### src/rtl/fifo_with_negative_purge_macros.svh
// ----------------------------------------------------------------------------
// Assertion macros for the queue with negative-value purge
// Concurrent checks that compile away when SYNTH is defined.
// ----------------------------------------------------------------------------
`ifndef FIFO_WITH_NEGATIVE_PURGE_MACROS_SVH
`define FIFO_WITH_NEGATIVE_PURGE_MACROS_SVH

`ifndef SYNTH
// antecedent implies consequent in the same cycle
`define FWNP_ASSERT_IMP(lbl, clk, rst, ante, cons) \
  lbl: assert property (@(posedge clk) disable iff (rst) (ante) |-> (cons)) \
    else $error("fwnp assertion failed");
// antecedent implies consequent in the next cycle
`define FWNP_ASSERT_NXT(lbl, clk, rst, ante, cons) \
  lbl: assert property (@(posedge clk) disable iff (rst) (ante) |=> (cons)) \
    else $error("fwnp assertion failed");
`else
`define FWNP_ASSERT_IMP(lbl, clk, rst, ante, cons)
`define FWNP_ASSERT_NXT(lbl, clk, rst, ante, cons)
`endif

`endif

### src/rtl/fwnp_pkg.sv
// ----------------------------------------------------------------------------
// fwnp_pkg
// Codes and controller/datapath interface types for the purge queue.
// ----------------------------------------------------------------------------
`timescale 1ns / 1ps

package fwnp_pkg;

  localparam int DATA_W = 32;

  localparam logic [1:0] ACT_PUSH  = 2'd0;
  localparam logic [1:0] ACT_POP   = 2'd1;
  localparam logic [1:0] ACT_SHOW  = 2'd2;
  localparam logic [1:0] ACT_PURGE = 2'd3;

  localparam logic [1:0] ST_OK    = 2'd0;
  localparam logic [1:0] ST_EMPTY = 2'd1;
  localparam logic [1:0] ST_FULL  = 2'd2;

  typedef struct packed {
    logic       push_wr;
    logic       pop_rd;
    logic       pop_done;
    logic       walk_start;
    logic       walk_rd;
    logic       walk_step;
    logic       keep_wr;
    logic       purge_commit;
    logic       out_load;
    logic [1:0] out_status;
    logic       out_use_rd;
    logic       out_last;
  } fwnp_cmd_t;

  typedef struct packed {
    logic empty;
    logic full;
    logic walk_last;
    logic rd_neg;
    logic out_free;
  } fwnp_stat_t;

endpackage

### src/rtl/fifo_with_negative_purge.sv
// ----------------------------------------------------------------------------
// fifo_with_negative_purge
// Bounded queue of signed 32-bit values with pop, show and negative purge.
// ----------------------------------------------------------------------------
// Channel  Dir  Handshake           Payload
// s_*      in   s_tvalid/s_tready   s_tuser = action, s_tdata = value
// m_*      out  m_tvalid/m_tready   m_tuser = status, m_tdata = data, m_tlast = last
//
// Push is handled on acceptance; pop first issues a registered read of the ring
// memory. Show reads each stored entry (S_SHOW_RD) before outputting it
// (S_SHOW_OUT); purge reads and rewrites each entry, then commits in S_PURGE_DONE.
// Input is held off while a pop or walk runs or the output register is stalled.
// Synchronous reset clears pointers and count; ring contents need no clearing.
`timescale 1ns / 1ps

module fifo_with_negative_purge
  import fwnp_pkg::*;
#(
  parameter int DEPTH = 16
) (
  input  logic              clk,
  input  logic              rst,
  input  logic              s_tvalid,
  output logic              s_tready,
  input  logic [DATA_W-1:0] s_tdata,  // [31:0] value
  input  logic [1:0]        s_tuser,  // [1:0] action
  output logic              m_tvalid,
  input  logic              m_tready,
  output logic [DATA_W-1:0] m_tdata,  // [31:0] data
  output logic [1:0]        m_tuser,  // [1:0] status
  output logic              m_tlast
);

  fwnp_cmd_t  cmd;
  fwnp_stat_t stat;

  fwnp_ctrl u_ctrl (
    .clk       (clk),
    .rst       (rst),
    .in_valid  (s_tvalid),
    .in_action (s_tuser),
    .in_ready  (s_tready),
    .stat      (stat),
    .cmd       (cmd)
  );

  fwnp_datapath #(
    .DEPTH (DEPTH)
  ) u_datapath (
    .clk      (clk),
    .rst      (rst),
    .cmd      (cmd),
    .stat     (stat),
    .in_value (s_tdata),
    .m_tready (m_tready),
    .m_tvalid (m_tvalid),
    .m_tdata  (m_tdata),
    .m_tuser  (m_tuser),
    .m_tlast  (m_tlast)
  );

endmodule

### src/rtl/fwnp_ctrl.sv
// ----------------------------------------------------------------------------
// fwnp_ctrl
// Sequencer for push, pop, show walk and purge compaction.
// ----------------------------------------------------------------------------
`timescale 1ns / 1ps

module fwnp_ctrl
  import fwnp_pkg::*;
(
  input  logic       clk,
  input  logic       rst,
  input  logic       in_valid,
  input  logic [1:0] in_action,
  output logic       in_ready,
  input  fwnp_stat_t stat,
  output fwnp_cmd_t  cmd
);

  localparam logic [2:0] S_IDLE       = 3'd0;
  localparam logic [2:0] S_POP_WAIT   = 3'd1;
  localparam logic [2:0] S_SHOW_RD    = 3'd2;
  localparam logic [2:0] S_SHOW_OUT   = 3'd3;
  localparam logic [2:0] S_PURGE_RD   = 3'd4;
  localparam logic [2:0] S_PURGE_WR   = 3'd5;
  localparam logic [2:0] S_PURGE_DONE = 3'd6;

  logic [2:0] state;
  logic [2:0] state_next;
  logic       accept;

  assign in_ready = (state == S_IDLE) && stat.out_free;
  assign accept   = in_valid && in_ready;

  always_comb begin
    cmd        = '0;
    state_next = state;
    unique case (state)
      S_IDLE: begin
        if (accept) begin
          unique case (in_action)
            ACT_PUSH: begin
              cmd.out_load = 1'b1;
              cmd.out_last = 1'b1;
              if (stat.full) begin
                cmd.out_status = ST_FULL;
              end else begin
                cmd.out_status = ST_OK;
                cmd.push_wr    = 1'b1;
              end
            end
            ACT_POP: begin
              if (stat.empty) begin
                cmd.out_load   = 1'b1;
                cmd.out_status = ST_EMPTY;
                cmd.out_last   = 1'b1;
              end else begin
                cmd.pop_rd = 1'b1;
                state_next = S_POP_WAIT;
              end
            end
            ACT_SHOW: begin
              if (stat.empty) begin
                cmd.out_load   = 1'b1;
                cmd.out_status = ST_EMPTY;
                cmd.out_last   = 1'b1;
              end else begin
                cmd.walk_start = 1'b1;
                state_next     = S_SHOW_RD;
              end
            end
            ACT_PURGE: begin
              if (stat.empty) begin
                cmd.out_load   = 1'b1;
                cmd.out_status = ST_OK;
                cmd.out_last   = 1'b1;
              end else begin
                cmd.walk_start = 1'b1;
                state_next     = S_PURGE_RD;
              end
            end
            default: ;
          endcase
        end
      end
      S_POP_WAIT: begin
        if (stat.out_free) begin
          cmd.out_load   = 1'b1;
          cmd.out_status = ST_OK;
          cmd.out_use_rd = 1'b1;
          cmd.out_last   = 1'b1;
          cmd.pop_done   = 1'b1;
          state_next     = S_IDLE;
        end
      end
      S_SHOW_RD: begin
        cmd.walk_rd = 1'b1;
        state_next  = S_SHOW_OUT;
      end
      S_SHOW_OUT: begin
        if (stat.out_free) begin
          cmd.out_load   = 1'b1;
          cmd.out_status = ST_OK;
          cmd.out_use_rd = 1'b1;
          cmd.out_last   = stat.walk_last;
          cmd.walk_step  = 1'b1;
          state_next     = stat.walk_last ? S_IDLE : S_SHOW_RD;
        end
      end
      S_PURGE_RD: begin
        cmd.walk_rd = 1'b1;
        state_next  = S_PURGE_WR;
      end
      S_PURGE_WR: begin
        // keep only non-negative entries, packed behind the write pointer
        cmd.keep_wr   = !stat.rd_neg;
        cmd.walk_step = 1'b1;
        state_next    = stat.walk_last ? S_PURGE_DONE : S_PURGE_RD;
      end
      S_PURGE_DONE: begin
        if (stat.out_free) begin
          cmd.purge_commit = 1'b1;
          cmd.out_load     = 1'b1;
          cmd.out_status   = ST_OK;
          cmd.out_last     = 1'b1;
          state_next       = S_IDLE;
        end
      end
      default: begin
        state_next = S_IDLE;
      end
    endcase
  end

  always_ff @(posedge clk) begin
    if (rst) begin
      state <= S_IDLE;
    end else begin
      state <= state_next;
    end
  end

endmodule

### src/rtl/fwnp_datapath.sv
// ----------------------------------------------------------------------------
// fwnp_datapath
// Ring storage, pointers, walk counters and the output register.
// ----------------------------------------------------------------------------
`timescale 1ns / 1ps
`include "fifo_with_negative_purge_macros.svh"

module fwnp_datapath
  import fwnp_pkg::*;
#(
  parameter int DEPTH = 16
) (
  input  logic              clk,
  input  logic              rst,
  input  fwnp_cmd_t         cmd,
  output fwnp_stat_t        stat,
  input  logic [DATA_W-1:0] in_value,
  input  logic              m_tready,
  output logic              m_tvalid,
  output logic [DATA_W-1:0] m_tdata,
  output logic [1:0]        m_tuser,
  output logic              m_tlast
);

  localparam int IDX_W = $clog2(DEPTH);
  localparam int CNT_W = $clog2(DEPTH + 1);
  localparam logic [IDX_W-1:0] IDX_MAX = IDX_W'(DEPTH - 1);
  localparam logic [CNT_W-1:0] CNT_MAX = CNT_W'(DEPTH);

  logic [DATA_W-1:0] mem [DEPTH];
  logic [DATA_W-1:0] rd_data;

  logic [IDX_W-1:0] head;
  logic [IDX_W-1:0] tail;
  logic [CNT_W-1:0] count;
  logic [IDX_W-1:0] walk;
  logic [IDX_W-1:0] wr_ptr;
  logic [CNT_W-1:0] remain;
  logic [CNT_W-1:0] kept;

  logic              rd_en;
  logic [IDX_W-1:0]  rd_addr;
  logic              wr_en;
  logic [IDX_W-1:0]  wr_addr;
  logic [DATA_W-1:0] wr_data;

  function automatic logic [IDX_W-1:0] wrap_inc(input logic [IDX_W-1:0] p);
    return (p == IDX_MAX) ? '0 : p + 1'b1;
  endfunction

  assign rd_en   = cmd.pop_rd || cmd.walk_rd;
  assign rd_addr = cmd.pop_rd ? head : walk;
  assign wr_en   = cmd.push_wr || cmd.keep_wr;
  assign wr_addr = cmd.push_wr ? tail : wr_ptr;
  assign wr_data = cmd.push_wr ? in_value : rd_data;

  always_ff @(posedge clk) begin
    if (wr_en) begin
      mem[wr_addr] <= wr_data;
    end
    if (rd_en) begin
      rd_data <= mem[rd_addr];
    end
  end

  always_ff @(posedge clk) begin
    if (rst) begin
      head  <= '0;
      tail  <= '0;
      count <= '0;
    end else begin
      if (cmd.push_wr) begin
        tail  <= wrap_inc(tail);
        count <= count + 1'b1;
      end
      if (cmd.pop_done) begin
        head  <= wrap_inc(head);
        count <= count - 1'b1;
      end
      if (cmd.purge_commit) begin
        tail  <= wr_ptr;
        count <= kept;
      end
    end
  end

  // walk state: read pointer, compaction pointer, entries left, entries kept
  always_ff @(posedge clk) begin
    if (cmd.walk_start) begin
      walk   <= head;
      wr_ptr <= head;
      remain <= count;
      kept   <= '0;
    end else begin
      if (cmd.walk_step) begin
        walk   <= wrap_inc(walk);
        remain <= remain - 1'b1;
      end
      if (cmd.keep_wr) begin
        wr_ptr <= wrap_inc(wr_ptr);
        kept   <= kept + 1'b1;
      end
    end
  end

  always_ff @(posedge clk) begin
    if (rst) begin
      m_tvalid <= 1'b0;
    end else if (cmd.out_load) begin
      m_tvalid <= 1'b1;
    end else if (m_tready) begin
      m_tvalid <= 1'b0;
    end
  end

  always_ff @(posedge clk) begin
    if (cmd.out_load) begin
      m_tuser <= cmd.out_status;
      m_tdata <= cmd.out_use_rd ? rd_data : '0;
      m_tlast <= cmd.out_last;
    end
  end

  assign stat.empty     = (count == '0);
  assign stat.full      = (count == CNT_MAX);
  assign stat.walk_last = (remain == CNT_W'(1));
  assign stat.rd_neg    = rd_data[DATA_W-1];
  assign stat.out_free  = !m_tvalid || m_tready;

  `FWNP_ASSERT_IMP(a_count_bound, clk, rst, 1'b1, count <= CNT_MAX)
  `FWNP_ASSERT_IMP(a_push_not_full, clk, rst, cmd.push_wr, !stat.full)
  `FWNP_ASSERT_IMP(a_empty_ptrs, clk, rst, stat.empty || stat.full, head == tail)
  `FWNP_ASSERT_IMP(a_load_free, clk, rst, cmd.out_load, stat.out_free)
  `FWNP_ASSERT_NXT(a_commit_bound, clk, rst, cmd.purge_commit, count <= CNT_MAX)

endmodule
### config.mk
export PLATFORM = sky130hd
export DESIGN_NAME = fifo_with_negative_purge
export DESIGN_NICKNAME = d
export VERILOG_FILES = /design/src/rtl/fwnp_pkg.sv /design/src/rtl/fifo_with_negative_purge.sv /design/src/rtl/fwnp_ctrl.sv /design/src/rtl/fwnp_datapath.sv
export VERILOG_INCLUDE_DIRS = /design/src /design/src/rtl
export SDC_FILE = /design/constraint.sdc
export NUM_CORES = 1
export LEC_CHECK = 0
export ABC_CLOCK_PERIOD_IN_PS = 5710
export BUFFER_PORTS_ARGS = -buffer_cell sky130_fd_sc_hd__buf_2
export CAP_MARGIN = 15
export CORE_UTILIZATION = 40
export CTS_BUF_LIST = sky130_fd_sc_hd__clkbuf_16
export CTS_CLUSTER_SIZE = 30
export DETAILED_ROUTE_END_ITERATION = 10
export PLACE_DENSITY_LB_ADDON = 0.12
export SETUP_SLACK_MARGIN = 0.2
export SYNTH_ARGS = -nofsm -noshare
export SYNTH_HDL_FRONTEND = slang
export SYNTH_HIERARCHICAL = 1
export SYNTH_SLANG_ARGS = --single-unit
### constraint.sdc
create_clock -name clk -period 5.71 [get_ports clk]
set_input_delay 0.2855 -clock clk [delete_from_list [all_inputs] [get_ports clk]]
set_output_delay 0.2855 -clock clk [all_outputs]
set_load 0.05 [all_outputs]
==> impl_summary.log <==
INFO  metric outcome = finished, violations left
INFO  metric failed_checks = design-rule violations
INFO  metric fin_hold_viols = 0
INFO  metric synthCells = 1219
INFO  metric rows = 89
INFO  metric antenna_cells = 0
INFO  metric number_of_synthesized_flops_with_an_enable_pin = 592
INFO  metric routabilityCongestion = 0.743
INFO  metric rsz_0062_raised_after_global_routing = false
INFO  metric number_of_global_route_vias_before_repair = 12100
INFO  metric multiInputGateArea = 0.00580 mm²
INFO  metric fin_tns_setup = 0 ps
INFO  metric via_count = 11800
INFO  metric first_iter_violations = 804
INFO  metric worstHoldPathType = in2reg
INFO  metric synth.cells.most_frequent = edfxtp_1 (592), mux4_2 (128), a22oi_1 (65)
INFO  metric achievable-frequency = 255 MHz
INFO  metric synth.ff_latch_count = 614
INFO  metric synthMostInstantiatedCell = edfxtp_1
INFO  metric layout.nets = 1392
INFO  metric synth.distinct_cells = 55
INFO  metric critPathRequiredTime = 5910 ps
INFO  metric average_instance_area_after_synthesis = 19.8 µm²
INFO  metric p_per_area = 496 mW/mm²
INFO  metric timing.critical_path.fanout_max = 41
INFO  metric dp.final_hpwl = 30800 µm
INFO  metric postSynth.asyncResetShare = 0
INFO  metric tritoncts_clock_tree = yes
INFO  metric timing.max_slew.rel_slack = 0.253
INFO  metric cts_hold_buffers = 0
INFO  metric floorplan.die.width = 248 µm
INFO  metric regArea = 0.0182 mm²
INFO  metric coreArea = 0.0594 mm²
INFO  metric tritoncts_num_sinks = 614
INFO  metric grt_usage = 0.182
INFO  metric remaining_drcs = 6
INFO  metric initial_utilization = 0.407
INFO  metric clock_insertion_delay_worst_skew = 600 ps
INFO  metric irDropWorstVdd = 0.272 mV
INFO  metric synthDominantAreaCellType = edfxtp_1
INFO  metric synth_area_leaders = edfxtp_1 (74%), mux4_2 (12%), a22oi_1 (2.0%), dfxtp_1 (1.8%), mux2_2 (1.8%)
INFO  metric dp_cells = 2038
INFO  metric cts-htree-levels = 3
INFO  metric ant_nets = 0
INFO  metric die_y = 248 µm
INFO  metric antenna_violations_before_repair = 0
INFO  metric postCtsSetupRepairBufs = 0
INFO  metric grt_start_max_net_pins = 103
INFO  metric die_area = 0.0614 mm²
INFO  metric drt_first_pass_iters = 10
INFO  metric clk_transition_reported_paths = 60 ps
INFO  metric clk_root_buffer_cell = clkbuf_16
INFO  metric cp_data_arrival_time = 4120 ps
INFO  metric power.leakage = 0.00916 µW
INFO  metric buffer_levels_on_the_longest_clock_path = 3
INFO  metric cts-resized-gates = 0
INFO  metric crit_end_element = flip-flop
INFO  metric synth-main-ff-cell = edfxtp_1
INFO  metric mappedNetlistArea = 0.0242 mm²
INFO  metric fraction_of_layout_cells_with_a_size_suffix_above_1 = 0.291
INFO  metric finalSetupViolCount = 0
INFO  metric criticalPathCategory = reg2reg
INFO  metric category_of_the_worst_setup_path_launch_point = flip-flop
INFO  metric filler_cell_count = 4954
INFO  metric buffer_ports.inserted = 74
INFO  metric worst_pin_slew = 1120 ps
INFO  metric layout.core_utilization = 0.471
INFO  metric gr_overflow_total = 0
INFO  metric cts_inserted_buffers = 67
INFO  metric worst_clock_skew = 24.8 ps
INFO  metric syn_to_final_growth = 15.8%
INFO  metric postRouteWirelength = 54100 µm
INFO  metric maxSlewViolCount = 0
INFO  metric final_cell_count_no_fill = 2158
INFO  metric sequential_fraction_of_the_synthesis_area = 0.754
INFO  metric pin_count = 75
INFO  metric drt-vias-per-instance = 5.47
INFO  metric grt_pass1_wl = 80800 µm
INFO  metric tightest_hold_margin = 112 ps
INFO  metric synth_warnings = 6
INFO  metric synth_nets = 1274
INFO  metric synth.top_cell.area_share = 0.736
INFO  metric drv.max_cap_violation_count = 0
INFO  metric final_period_minus_worst_setup_slack = 3920 ps
INFO  metric fin_crit_sh = 0.686
INFO  metric post_drt_wl_per_cell = 25.1 µm
==> cells in the final DEF (no fill, tap or decap), types with 6 or more instances in the layout <==
cell type / netlist / final
ha_1: 16 / 16
clkbuf_16: 0 / 71
clkinv_2: 0 / 10
and2_1: 32 / 32
buf_2: 16 / 74
buf_4: 6 / 27
mux4_2: 128 / 128
edfxtp_1: 592 / 592
nor2_1: 55 / 34
o21ai_0: 13 / 12
mux2_2: 38 / 38
mux2i_1: 11 / 9
a31oi_1: 11 / 11
dfxtp_1: 22 / 22
inv_1: 17 / 28
a21oi_1: 14 / 14
a22oi_1: 65 / 65
xor2_1: 9 / 9
clkinv_1: 1 / 13
nand2_1: 59 / 59
nor3_1: 7 / 6
xnor2_1: 6 / 6
nor2_4: 0 / 21
buf_12: 0 / 8
==> metal layers <==
layer | wire length [µm] | global-route usage
met2 | 25600 | 0.288
met5 | 0 | 0
met1 | 25000 | 0.260
met4 | 1120 | 0.0588
met3 | 2330 | 0.0281
==> flip-flops by register name, indices dropped and copies added (netlist names) <==
name                 count
u_ctrl/state             3
u_datapath/count         5
u_datapath/head          4
u_datapath/kept          5
u_datapath/m_tdata      32
u_datapath/m_tlast       1
u_datapath/m_tuser       2
u_datapath/m_tvalid      1
u_datapath/mem         512
u_datapath/rd_data      32
u_datapath/remain        5
u_datapath/tail          4
u_datapath/walk          4
u_datapath/wr_ptr        4
==> cell type report <==
| class | instances | share of cell area |
|---|---|---|
| flip-flops and latches | 614 | 0.651 |
| multi-input cells | 525 | 0.207 |
| clock buffers | 71 | 0.0635 |
| well taps | 773 | 0.0346 |
| repair buffers | 111 | 0.0282 |
| clock inverters | 46 | 0.0124 |
| inverters | 18 | 0.00242 |
==> critical path, cell delays in order, from the launching register on <==
cell	delay (ps)
dfxtp_1	480
nor4b_4	400
nand2_1	290
nor3b_2	270
buf_4	480
nor3b_1	320
a31oi_1	230
nor2_4	1000
==> path summary, 6_finish.rpt <==
path | from | end | slack, ps | cells past startpoint
setup / recovery | u_ctrl/state[1] | u_datapath/mem[6][3] | 1790 | 7
hold / removal | rst | u_datapath/count[0] | 110 | 2
setup reg to reg | u_ctrl/state[1] | u_datapath/mem[6][3] | 1790 | 7
hold reg to reg | u_datapath/kept[3] | u_datapath/count[3] | 490 | 2
==> power by group <==
group / total, µW / switching [µW] / internal (µW)
Combinational: 3500 / 2370 / 1130
Sequential: 6160 / 207 / 5950
Clock: 4200 / 1730 / 2470
==> metrics by stage <==
stage	worst slack [ps]	instance area, µm²	total power (µW)
finish	1790	28000	13900
global placement	1820	25800	9770
floorplan	933	24200	8660
CTS	1740	27900	14100
detailed placement	1770	25800	9830
global route	1560	28000	14500
==> kinds of logic after synthesis <==
kind of cell	share of synthesized area
and+or+nand+nor	0.0372
AOI/OAI and AO/OA	0.0383
muxes	0.142
DFF	0.754
buffers and inverters	0.0142
xor gates and xnor gates	0.00544
adders and majority gates	0.00912
Note: power is estimated with default switching activity, not from simulation.
